File: src/hw/rtl/gwwb_pkg.sv
// gray-world white balance: shared types and constants
// used by the controller, the datapath and the top level
`timescale 1ns / 1ps

package gwwb_pkg;

    localparam int PIX_W   = 8;
    localparam int TDATA_W = 3 * PIX_W;

    typedef enum logic [1:0] {
        CH_BLUE  = 2'd0,
        CH_GREEN = 2'd1,
        CH_RED   = 2'd2
    } chan_t;

    typedef enum logic [2:0] {
        ST_IDLE  = 3'd0,
        ST_TOTAL = 3'd1,
        ST_LOAD  = 3'd2,
        ST_DIV   = 3'd3,
        ST_STORE = 3'd4
    } state_t;

    typedef struct packed {
        logic  acc_en;
        logic  corr_en;
        logic  total_en;
        logic  load_en;
        logic  step_en;
        logic  store_en;
        logic  clear_en;
        chan_t chan;
    } ctrl_t;

    typedef struct packed {
        logic out_full;
    } stat_t;

endpackage

File: src/hw/rtl/gwwb_ctrl.sv
// gray-world white balance: controller state machine
// depends on gwwb_pkg; drives the datapath through ctrl_t
`timescale 1ns / 1ps

module gwwb_ctrl
    import gwwb_pkg::*;
#(
    parameter int STEPS = 24
) (
    input  logic  clk,
    input  logic  rst_n,
    input  logic  s_tvalid,
    input  logic  s_tuser,
    input  logic  s_tlast,
    input  logic  m_tready,
    input  stat_t stat,
    output logic  s_tready,
    output ctrl_t ctrl
);

    localparam int CNT_W = $clog2(STEPS);

    state_t           state_reg, state_next;
    chan_t            chan_reg, chan_next;
    logic [CNT_W-1:0] cnt_reg, cnt_next;
    logic             accept;
    logic             last_step;

    assign s_tready  = (state_reg == ST_IDLE) && (!stat.out_full || m_tready);
    assign accept    = s_tvalid && s_tready;
    assign last_step = (cnt_reg == CNT_W'(STEPS - 1));

    always_ff @(posedge clk or negedge rst_n)
    begin
        if (!rst_n)
        begin
            state_reg <= ST_IDLE;
            chan_reg  <= CH_BLUE;
            cnt_reg   <= '0;
        end
        else
        begin
            state_reg <= state_next;
            chan_reg  <= chan_next;
            cnt_reg   <= cnt_next;
        end
    end

    always_comb
    begin
        state_next = state_reg;
        chan_next  = chan_reg;
        cnt_next   = cnt_reg;
        case (state_reg)
            ST_IDLE:
            begin
                if (accept && !s_tuser && s_tlast)
                begin
                    state_next = ST_TOTAL;
                end
            end
            ST_TOTAL:
            begin
                state_next = ST_LOAD;
                chan_next  = CH_BLUE;
            end
            ST_LOAD:
            begin
                state_next = ST_DIV;
                cnt_next   = '0;
            end
            ST_DIV:
            begin
                cnt_next = cnt_reg + CNT_W'(1);
                if (last_step)
                begin
                    state_next = ST_STORE;
                end
            end
            ST_STORE:
            begin
                case (chan_reg)
                    CH_BLUE:
                    begin
                        chan_next  = CH_GREEN;
                        state_next = ST_LOAD;
                    end
                    CH_GREEN:
                    begin
                        chan_next  = CH_RED;
                        state_next = ST_LOAD;
                    end
                    default:
                    begin
                        chan_next  = CH_BLUE;
                        state_next = ST_IDLE;
                    end
                endcase
            end
            default:
            begin
                state_next = ST_IDLE;
            end
        endcase
    end

    always_comb
    begin
        ctrl          = '0;
        ctrl.chan     = chan_reg;
        ctrl.acc_en   = accept && !s_tuser;
        ctrl.corr_en  = accept && s_tuser;
        ctrl.total_en = (state_reg == ST_TOTAL);
        ctrl.load_en  = (state_reg == ST_LOAD);
        ctrl.step_en  = (state_reg == ST_DIV);
        ctrl.store_en = (state_reg == ST_STORE);
        ctrl.clear_en = (state_reg == ST_STORE) && (chan_reg == CH_RED);
    end

endmodule

File: src/hw/rtl/gwwb_datapath.sv
// gray-world white balance: sums, gain divider, gains and output register
// depends on gwwb_pkg; commanded by gwwb_ctrl
`timescale 1ns / 1ps

module gwwb_datapath
    import gwwb_pkg::*;
#(
    parameter int FRAME_PIXELS_LOG2 = 22,
    parameter int GAIN_FRAC_BITS    = 16
) (
    input  logic               clk,
    input  logic               rst_n,
    input  logic [TDATA_W-1:0] s_tdata,
    input  logic               s_tlast,
    input  logic               m_tready,
    input  ctrl_t              ctrl,
    output stat_t              stat,
    output logic               m_tvalid,
    output logic [TDATA_W-1:0] m_tdata,
    output logic               m_tlast
);

    localparam int SUM_W     = FRAME_PIXELS_LOG2 + PIX_W;
    localparam int GAIN_BITS = PIX_W + GAIN_FRAC_BITS;
    localparam int TOT_W     = SUM_W + 2;
    localparam int DEN_W     = SUM_W + 2;
    localparam int D_W       = SUM_W + 3;
    localparam int N_W       = SUM_W + GAIN_FRAC_BITS + 4;
    localparam int TOP_W     = N_W - GAIN_BITS;
    localparam int P_W       = GAIN_BITS + PIX_W + 1;
    localparam logic [GAIN_BITS-1:0] GAIN_ONE = GAIN_BITS'(1) << GAIN_FRAC_BITS;
    localparam logic [P_W-1:0]       ROUND_C  = P_W'(1) << (GAIN_FRAC_BITS - 1);

    logic [SUM_W-1:0]     sum_b_reg, sum_g_reg, sum_r_reg;
    logic [TOT_W-1:0]     total_reg;
    logic [D_W-1:0]       d_reg, rem_reg;
    logic [GAIN_BITS-1:0] lo_reg, q_reg;
    logic                 sat_reg;
    logic [GAIN_BITS-1:0] gain_b_reg, gain_g_reg, gain_r_reg;
    logic [TDATA_W-1:0]   out_data_reg;
    logic                 out_last_reg;
    logic                 out_full_reg;

    logic [SUM_W-1:0]     chan_sum;
    logic [DEN_W-1:0]     den;
    logic [D_W-1:0]       d_val;
    logic [N_W-1:0]       n_val;
    logic [TOP_W-1:0]     n_top;
    logic [D_W:0]         rs;
    logic [D_W:0]         rs_diff;
    logic                 rs_ge;
    logic [GAIN_BITS-1:0] gain_val;

    function automatic logic [SUM_W-1:0] sat_add(input logic [SUM_W-1:0] acc,
                                                  input logic [PIX_W-1:0] v);
        logic [SUM_W:0] s;
        s = {1'b0, acc} + (SUM_W + 1)'(v);
        return s[SUM_W] ? {SUM_W{1'b1}} : s[SUM_W-1:0];
    endfunction

    function automatic logic [PIX_W-1:0] apply_gain(input logic [PIX_W-1:0] smp,
                                                     input logic [GAIN_BITS-1:0] g);
        logic [P_W-1:0]                  p;
        logic [P_W-GAIN_FRAC_BITS-1:0]   hi;
        p  = P_W'(smp) * P_W'(g) + ROUND_C;
        hi = p[P_W-1:GAIN_FRAC_BITS];
        return (hi > (P_W - GAIN_FRAC_BITS)'(255)) ? {PIX_W{1'b1}} : hi[PIX_W-1:0];
    endfunction

    always_comb
    begin
        case (ctrl.chan)
            CH_BLUE:  chan_sum = sum_b_reg;
            CH_GREEN: chan_sum = sum_g_reg;
            CH_RED:   chan_sum = sum_r_reg;
            default:  chan_sum = '0;
        endcase
    end

    // den = 3 * sum, divisor = 2 * den, dividend = 2 * (total << frac) + den
    assign den     = DEN_W'(chan_sum) + {1'b0, chan_sum, 1'b0};
    assign d_val   = {den, 1'b0};
    assign n_val   = {1'b0, total_reg, {GAIN_FRAC_BITS{1'b0}}, 1'b0} + N_W'(den);
    assign n_top   = n_val[N_W-1:GAIN_BITS];
    assign rs      = {rem_reg, lo_reg[GAIN_BITS-1]};
    assign rs_diff = rs - {1'b0, d_reg};
    assign rs_ge   = (rs >= {1'b0, d_reg});
    assign gain_val = sat_reg ? {GAIN_BITS{1'b1}} : q_reg;

    always_ff @(posedge clk or negedge rst_n)
    begin
        if (!rst_n)
        begin
            sum_b_reg    <= '0;
            sum_g_reg    <= '0;
            sum_r_reg    <= '0;
            gain_b_reg   <= GAIN_ONE;
            gain_g_reg   <= GAIN_ONE;
            gain_r_reg   <= GAIN_ONE;
            out_full_reg <= 1'b0;
        end
        else
        begin
            if (ctrl.clear_en)
            begin
                sum_b_reg <= '0;
                sum_g_reg <= '0;
                sum_r_reg <= '0;
            end
            else if (ctrl.acc_en)
            begin
                sum_b_reg <= sat_add(sum_b_reg, s_tdata[PIX_W-1:0]);
                sum_g_reg <= sat_add(sum_g_reg, s_tdata[2*PIX_W-1:PIX_W]);
                sum_r_reg <= sat_add(sum_r_reg, s_tdata[3*PIX_W-1:2*PIX_W]);
            end
            if (ctrl.store_en)
            begin
                case (ctrl.chan)
                    CH_BLUE:  gain_b_reg <= gain_val;
                    CH_GREEN: gain_g_reg <= gain_val;
                    CH_RED:   gain_r_reg <= gain_val;
                    default:  gain_r_reg <= gain_r_reg;
                endcase
            end
            if (ctrl.corr_en)
            begin
                out_full_reg <= 1'b1;
            end
            else if (m_tready)
            begin
                out_full_reg <= 1'b0;
            end
        end
    end

    // channel total, restoring divider (one quotient bit per cycle) and output data
    always_ff @(posedge clk)
    begin
        if (ctrl.total_en)
        begin
            total_reg <= TOT_W'(sum_b_reg) + TOT_W'(sum_g_reg) + TOT_W'(sum_r_reg);
        end
        if (ctrl.load_en)
        begin
            d_reg   <= d_val;
            rem_reg <= {{(D_W - TOP_W){1'b0}}, n_top};
            lo_reg  <= n_val[GAIN_BITS-1:0];
            sat_reg <= ({{(D_W - TOP_W){1'b0}}, n_top} >= d_val);
            q_reg   <= '0;
        end
        else if (ctrl.step_en)
        begin
            rem_reg <= rs_ge ? rs_diff[D_W-1:0] : rs[D_W-1:0];
            lo_reg  <= {lo_reg[GAIN_BITS-2:0], 1'b0};
            q_reg   <= {q_reg[GAIN_BITS-2:0], rs_ge};
        end
        if (ctrl.corr_en)
        begin
            out_data_reg <= {apply_gain(s_tdata[3*PIX_W-1:2*PIX_W], gain_r_reg),
                             apply_gain(s_tdata[2*PIX_W-1:PIX_W], gain_g_reg),
                             apply_gain(s_tdata[PIX_W-1:0], gain_b_reg)};
            out_last_reg <= s_tlast;
        end
    end

    assign stat.out_full = out_full_reg;
    assign m_tvalid      = out_full_reg;
    assign m_tdata       = out_data_reg;
    assign m_tlast       = out_last_reg;

endmodule

File: src/hw/rtl/gray_world_white_balance_core.sv
// gray-world white balance: top level joining controller and datapath
// depends on gwwb_pkg, gwwb_ctrl and gwwb_datapath
//
// a frame is streamed in twice on the s_axis channel. s_axis_tuser low marks
// a statistics pixel: it is added to the per-channel sums and gives no output.
// the statistics pixel with s_axis_tlast high closes the pass: the three gains
// are then worked out by a shared one-bit-per-cycle divider, which keeps
// s_axis_tready low through the total, load, divide and store states, and the
// sums are cleared. s_axis_tuser high marks a correction pixel: each sample is
// scaled by its gain and appears on m_axis in the cycle after the transaction,
// with m_axis_tlast copied from s_axis_tlast. both passes take one pixel per
// cycle unless m_axis stalls. the output register is refilled in the cycle it
// is read, so a stalled receiver holds only the pixel behind it. reset sets
// all gains to unity and clears the sums and m_axis_tvalid.
`timescale 1ns / 1ps

module gray_world_white_balance_core
    import gwwb_pkg::*;
#(
    parameter int FRAME_PIXELS_LOG2 = 22,
    parameter int GAIN_FRAC_BITS    = 16
) (
    input  logic               clk,
    input  logic               rst_n,
    input  logic               s_axis_tvalid,
    output logic               s_axis_tready,
    input  logic [TDATA_W-1:0] s_axis_tdata,   // blue_in, green_in, red_in
    input  logic               s_axis_tuser,   // cmd
    input  logic               s_axis_tlast,
    output logic               m_axis_tvalid,
    input  logic               m_axis_tready,
    output logic [TDATA_W-1:0] m_axis_tdata,   // blue_out, green_out, red_out
    output logic               m_axis_tlast
);

    ctrl_t ctrl;
    stat_t stat;

    gwwb_ctrl #(
        .STEPS (PIX_W + GAIN_FRAC_BITS)
    ) u_ctrl (
        .clk      (clk),
        .rst_n    (rst_n),
        .s_tvalid (s_axis_tvalid),
        .s_tuser  (s_axis_tuser),
        .s_tlast  (s_axis_tlast),
        .m_tready (m_axis_tready),
        .stat     (stat),
        .s_tready (s_axis_tready),
        .ctrl     (ctrl)
    );

    gwwb_datapath #(
        .FRAME_PIXELS_LOG2 (FRAME_PIXELS_LOG2),
        .GAIN_FRAC_BITS    (GAIN_FRAC_BITS)
    ) u_datapath (
        .clk      (clk),
        .rst_n    (rst_n),
        .s_tdata  (s_axis_tdata),
        .s_tlast  (s_axis_tlast),
        .m_tready (m_axis_tready),
        .ctrl     (ctrl),
        .stat     (stat),
        .m_tvalid (m_axis_tvalid),
        .m_tdata  (m_axis_tdata),
        .m_tlast  (m_axis_tlast)
    );

endmodule

File: config.mk
export PLATFORM = sky130hd
export DESIGN_NAME = gray_world_white_balance_core
export DESIGN_NICKNAME = d
export VERILOG_FILES = /design/src/hw/rtl/gwwb_pkg.sv /design/src/hw/rtl/gwwb_ctrl.sv /design/src/hw/rtl/gwwb_datapath.sv /design/src/hw/rtl/gray_world_white_balance_core.sv
export SDC_FILE = /design/constraint.sdc
export NUM_CORES = 2
export LEC_CHECK = 0
export ABC_AREA = 1
export BUFFER_PORTS_ARGS = -buffer_cell sky130_fd_sc_hd__clkbuf_2
export CAP_MARGIN = 20
export CORE_MARGIN = 10
export CORE_UTILIZATION = 65
export CTS_CLUSTER_SIZE = 16
export DETAILED_ROUTE_END_ITERATION = 8
export GPL_ROUTABILITY_DRIVEN = 0
export PLACE_DENSITY = 0.87
export SLEW_MARGIN = 20
export SYNTH_ARGS = -nofsm -noshare
export SYNTH_HDL_FRONTEND = slang
export SYNTH_SLANG_ARGS = --single-unit
File: constraint.sdc
create_clock -name clk -period 16.5 [get_ports clk]
set_input_delay 1.65 -clock clk [delete_from_list [all_inputs] [get_ports clk]]
set_output_delay 1.65 -clock clk [all_outputs]
set_load 0.02 [all_outputs]
After elaboration in Yosys (flattened, before gate mapping)

Index checks and enable logic that the tools add are counted.

Mux-type cells: 25
Add/subtract/negate cells: 12
$lt $le $gt $ge: 5
Reduce and logical (&&, ||, !) cells: 20
Equality and inequality tests: 9
Multiply operators: 3

Operators with widths:

| cell                     | number |
|---|---|
| $mux W30                 | 9 |
| $add A32 B16 Y33 const B | 3 |
| $mul A8 B24 Y32          | 3 |
| $add A30 B8 Y31          | 3 |
| $pmux W30 S3             | 1 |
| $mux W24                 | 3 |
| $mux W26                 | 2 |
| $gt A17 B8 Y1 const B    | 3 |
| $add A49 B32 Y50         | 1 |
| $ge A34 B33 Y1           | 1 |
| $ge A26 B33 Y1           | 1 |
| $mux W33                 | 1 |
| $sub A33 B33 Y33         | 1 |
| $add A30 B31 Y32         | 1 |
| $add A32 B30 Y32         | 1 |
| $add A30 B30 Y31         | 1 |
| $pmux W3 S5              | 1 |
| $pmux W5 S2              | 1 |
| $pmux W2 S2              | 2 |
| $reduce_and A2 Y1        | 4 |
| $reduce_bool A2 Y1       | 4 |
| $eq A3 B2 Y1 const B     | 2 |
| $logic_and A1 B1 Y1      | 6 |
| $mux W3                  | 2 |
| other kinds (15)         | 17 |

Input bits: 30
Register bits after elaboration: 344
Logic and storage cells: 95
Output and inout bits: 27

Logic depth before layout (Yosys ltp)

Depth in word-level cells: 8
Mapped depth: 45
Depth with buffers taken out: 44

By module

From an unflattened synthesis, not the netlist that was laid out.

Cells, all modules: 5,874
Area total of the unflattened synthesis: 43,680.6 um2

Modules (own cells, without submodules):

| module        | cells an instance | times used | area an instance (um2) | sequential area each (um2) |
|---|---|---|---|---|
| gwwb_datapath | 5,809             | 1          | 43,140.1               | 8,907.3 |
| gwwb_ctrl     | 65                | 1          | 540.5                  | 250.2 |

Worst setup path after synthesis

No wires, ideal clock.

Kind: input -> register
From: input s_axis_tdata[10]
To: register u_datapath.out_data_reg[14], in the netlist u_datapath.m_tdata[14] (data pin)
Setup slack: 10.522 ns
Library setup time: 0.281 ns
Required time: 16.219 ns
Stages on the path: 18
Path buffers: 1
Arrival time: 5.697 ns
Cell sequence: clkbuf_1 nand2_1 fa_1 fa_1 inv_1 fa_1 inv_1 fa_1 inv_1 ha_1 nand4_1 o21ai_0 a21oi_1 o21ai_0 or2_2 nand3_1 nor2_1 nand4_1

Cells in the longest elaborated chain, start to end: 3

RTL lines:

| element              | line                                | source |
|---|---|---|
| from (decl)          | gray_world_white_balance_core.sv:27 | `input logic [TDATA_W-1:0] s_axis_tdata,` |
| $mul A8 B24 Y32 (*)  | gwwb_datapath.sv:65                 | `p = P_W'(smp) * P_W'(g) + ROUND_C;` |
| $add A32 B16 Y33 (*) | gwwb_datapath.sv:65                 |  |
| $gt A17 B8 Y1        | gwwb_datapath.sv:67                 | `return (hi > (P_W - GAIN_FRAC_BITS)'(255)) ? {PIX_W{1'b1}} : hi[PIX_W-1:0];` |
| to (signal assigned) | gwwb_datapath.sv:159                | `out_data_reg <= {apply_gain(s_tdata[3*PIX_W-1:2*PIX_W], gain_r_reg),` |
| to (decl)            | gwwb_datapath.sv:40                 | `logic [TDATA_W-1:0] out_data_reg;` |

Mark *: on every way between the ends. The rest lies on a longest branch, timed or not.
A chain may end at the register's enable or synchronous reset.

Final worst setup path

From: register u_ctrl.chan_reg[1]
To: register u_datapath.sat_reg (data pin)

Cells in the longest elaborated chain, start to end: 5
Elaborated cells between the ends (all ways): 7
Those cells by class: add/sub (2); order compare (1); eq/ne (2); mux (1); reduce/logical (1)

RTL lines:

| element                                    | line                 | source |
|---|---|---|
| from (decl)                                | gwwb_ctrl.sv:24      | `chan_t chan_reg, chan_next;` |
| from (signal assigned)                     | gwwb_ctrl.sv:44      | `chan_reg <= chan_next;` |
| $eq A2 B2 Y1, or another cell as far along | gwwb_datapath.sv:72  | `case (ctrl.chan)` |
| $pmux W30 S3 (*)                           | gwwb_datapath.sv:72  |  |
| named net u_datapath.chan_sum[0]           | gwwb_datapath.sv:44  | `logic [SUM_W-1:0] chan_sum;` |
| $add A30 B31 Y32 (*)                       | gwwb_datapath.sv:81  | `assign den = DEN_W'(chan_sum) + {1'b0, chan_sum, 1'b0};` |
| named net u_datapath.den[17]               | gwwb_datapath.sv:45  | `logic [DEN_W-1:0] den;` |
| $add A49 B32 Y50                           | gwwb_datapath.sv:83  | `assign n_val = {1'b0, total_reg, {GAIN_FRAC_BITS{1'b0}}, 1'b0} + N_W'(den);` |
| $ge A26 B33 Y1 (*)                         | gwwb_datapath.sv:148 | `sat_reg <= ({{(D_W - TOP_W){1'b0}}, n_top} >= d_val);` |
| to (signal assigned)                       | gwwb_datapath.sv:148 |  |
| to (decl)                                  | gwwb_datapath.sv:38  | `logic sat_reg;` |

Mark *: on every way through the listed nets, which the timed path passes. The rest lies on a longest branch.

==> results.tsv <==
stage	metric	value	unit
worst_setup_path	CP most frequent cell	nand2_1	
die	Core Area	0.0686	mm2
finish	Syn-to-layout area delta	5.24	%
finish	Final Util	68.9	%
synth	top cells by area, synth	fa_1 18%, nand2_1 13%, ha_1 11%	
clock_tree	TritonCTS Buffers	41	
clock_tree	htree depth	2	
finish	share of layout cells above drive strength 1	4.24	%
global_routing	vias in the first global route	40600	
synth	syn_area_per_cell	7.28	um2
drt	TritonRoute pass-1 iters	7	
timing	RSZ-0062 raised after global routing	no	
global_routing	Total GRT Usage	30.9	%
drt	final wirelength	124000	um
clock_tree	CTS tree	yes	
die	Die Wd	283	um
worst_setup_path	CP Data Arrival Time	8.16	ns
synth	Main synth FF type	dfrtp_1	
drt	Detail Route Antenna Nets	0	
job	max_cap viols	0	
finish	commonest non-fill, non-tap cells in the layout	1521 x nand2_1, 1313 x inv_1, 402 x ha_1	
worst_setup_path	crit path max fanout	14	
global_routing	GR peak layer	met2	
worst_setup_path	Max stage delay on crit path	0.72	ns
clock_tree	Setup Buffers After CTS	0	
placement	hpwl dp	96700	um
drt	wire per inst	17.6	um
die	row count	96	
global_routing	initial antenna violation count	3	
clock_tree	CTS sink cnt	344	
synth	flops & latches, synth	344	
finish	nets@finish	6927	
finish	layout filler cell count	5349	
die	Die H	283	um
worst_setup_path	slowest stage cell on the critical path	dfrtp_1	
timing	Pins Over Slew Limit	0	
clock_tree	clk_lat worst skew	0.61	ns
clock_tree	clk buf depth	3	
run_status	status	complete, no violations	
drt	drt via density	5.89	
timing	FMAX	0.128	GHz
global_routing	routing usage on met3	6.65	%
global_routing	global-route wire length before repair	202000	um
timing	crit share post-route	47.4	%
synth	Yosys top cell area share	17.8	%
global_routing	met1 usage	39.9	%
clock_tree	CTS root buffer	clkbuf_16	
die	total die area	0.0800	mm2
power	maximum vdd ir drop	0.147	mV
worst_setup_path	CP bufs+invs	5	
synth	Yosys top cell by area	fa_1	
timing	post-layout min period	7.81	ns
worst_setup_path	Top delay family on crit path	simple AND/OR/NAND/NOR gates	
clock_tree	post-CTS sizing	0	
timing	setup TNS	0	ns
placement	port buffer count	56	
synth	number of flops mapped to enable cells by yosys	140	
synth	Net Count, Synth	7004	
power	Leak	25.7	nW
synth	YS warnings	0	
die	io pins	57	
finish	Largest register FFs	33	
global_routing	GR Layer Usage met2	48.9	%
worst_hold_path	hold crit path type	reg -> reg	
timing	Setup violations, final	0	
power	PnR Total Power	4.16	mW
worst_setup_path	kind of critical path	reg -> reg	
clock_tree	hold buffers post-CTS	0	
worst_setup_path	critical path capture point type	flip-flop	
drt	via count	41600	
synth	Async SR Flop Fraction	50.3	%
synth	post-synthesis instance total	6172	
die	Initial Utilization	65.5	%
worst_setup_path	Worst Path Required	16.84	ns
clock_tree	clock slew at reported path FFs	0.07	ns
global_routing	largest net degree at the start of global routing	80	
timing	clk_skew	0.0220	ns
synth	Unique masters post-synth	64	
synth	post-synthesis sequential area ratio	20.4	%
drt	Remaining DRCs	0	
worst_setup_path	crit start category	flip-flop	
timing	Slew headroom	31.2	%
power	pwr/cell area	88.1	mW/mm2
global_routing	grt ovf	0	
timing	worst-margin pin slew	1.03	ns
timing	Final Hold Viols	0	
finish	commonest non-fill, non-tap cell in the layout	nand2_1	
drt	DR iter-0 viols	4828	
synth	synthesized area	0.0449	mm2
-- cell type report --
class,instances,area (um2),share of cell area [%]
multi-input cells,4305,30000,63.6
flip-flops and latches,344,9160,19.4
inverters,1330,4990,10.6
well taps,931,1160,2.46
clock buffers,53,1150,2.44
repair buffers,73,487,1.03
clock inverters,22,264,0.559
diodes,1,2.50,0.00530
-- worst register-to-register path, delay by kind of cell (launching register included) --
family          cells  cell delay, ns
flops               1            0.72
compound gates      7            1.45
xor+xnor            1            0.26
fa+ha+maj           5            1.49
buf+inv             5            0.75
simple gates       23            2.90
-- final timing paths --
path / start / end / slack (ns) / cells after the start
worst min-delay path: u_datapath.rem_reg[29] / u_datapath.rem_reg[29] / 0.48 / 2
max in group asynchronous: rst_n / u_datapath.gain_b_reg[2] / 13.41 / 3
worst min register to register: u_datapath.rem_reg[29] / u_datapath.rem_reg[29] / 0.48 / 2
worst max-delay path: u_ctrl.chan_reg[1] / u_datapath.sat_reg / 8.69 / 41
worst max register to register: u_ctrl.chan_reg[1] / u_datapath.sat_reg / 8.69 / 41
min in group asynchronous: rst_n / u_datapath.sum_r_reg[27] / 1.00 / 1
-- synth_stat cells (4+ instances only) --
library cell and instances:
nand3_2 19, xnor2_1 71, xor2_1 126, and2_1 6, o21bai_1 19, nor3_1 91, a211oi_1 6, buf_6 4
o21a_1 19, a22o_1 4, a221oi_1 5, o22ai_1 36, nor2_1 372, nor4_1 19, nand2_2 22, nand3b_1 8
a21boi_0 15, buf_2 15, o21ai_1 10, clkbuf_1 170, nand4_1 81, o221ai_1 21, o21ai_0 344, nor2_2 16
o211ai_1 24, inv_2 14, or2_2 15, dfxtp_1 31, nand3_1 189, o31ai_1 6, nand3_4 5, dfrtp_1 170
fa_1 400, nand2_1 1522, a21o_1 27, edfxtp_1 140, a21oi_1 310, inv_1 1314, ha_1 402, a31oi_1 62
a31o_2 4
-- logic make-up after synthesis --
kind of cell / share of synthesized area [%]
AOI/OAI and AO/OA: 11.6
DFF: 20.4
buffers and inverters: 12.8
adders and majority gates: 29.0
and+or+nand+nor: 22.2
xor gates and xnor gates: 3.91
-- through the flow --
step / instance area (um2) / std cells / hold WS (ns) / worst slack (ns)
final: 47300 / 7059 / 0.484 / 8.69
after global routing: 47300 / 7058 / 0.502 / 8.02
after CTS: 47200 / 7054 / 0.481 / 8.88
after detailed placement: 45700 / 6979 / 0.470 / 8.92
after global placement: 45700 / 6979 / 0.462 / 9.13
after floorplan: 44900 / 6172 / 0.444 / 10.52
-- power by group --
part / switching [mW] / internal (mW) / leakage [nW]
clock network: 0.409 / 0.566 / 0.689
logic: 1.39 / 0.758 / 21.4
registers: 0.0485 / 0.988 / 3.63
-- metal layers --
layer	share of wire (%)	vias to the layer above
li1	-	19200
met1	39	19500
met2	44	2374
met3	11	484
met4	5.2	6
met5	0.074	-
No activity file was read; power rests on OpenSTA's default activity.
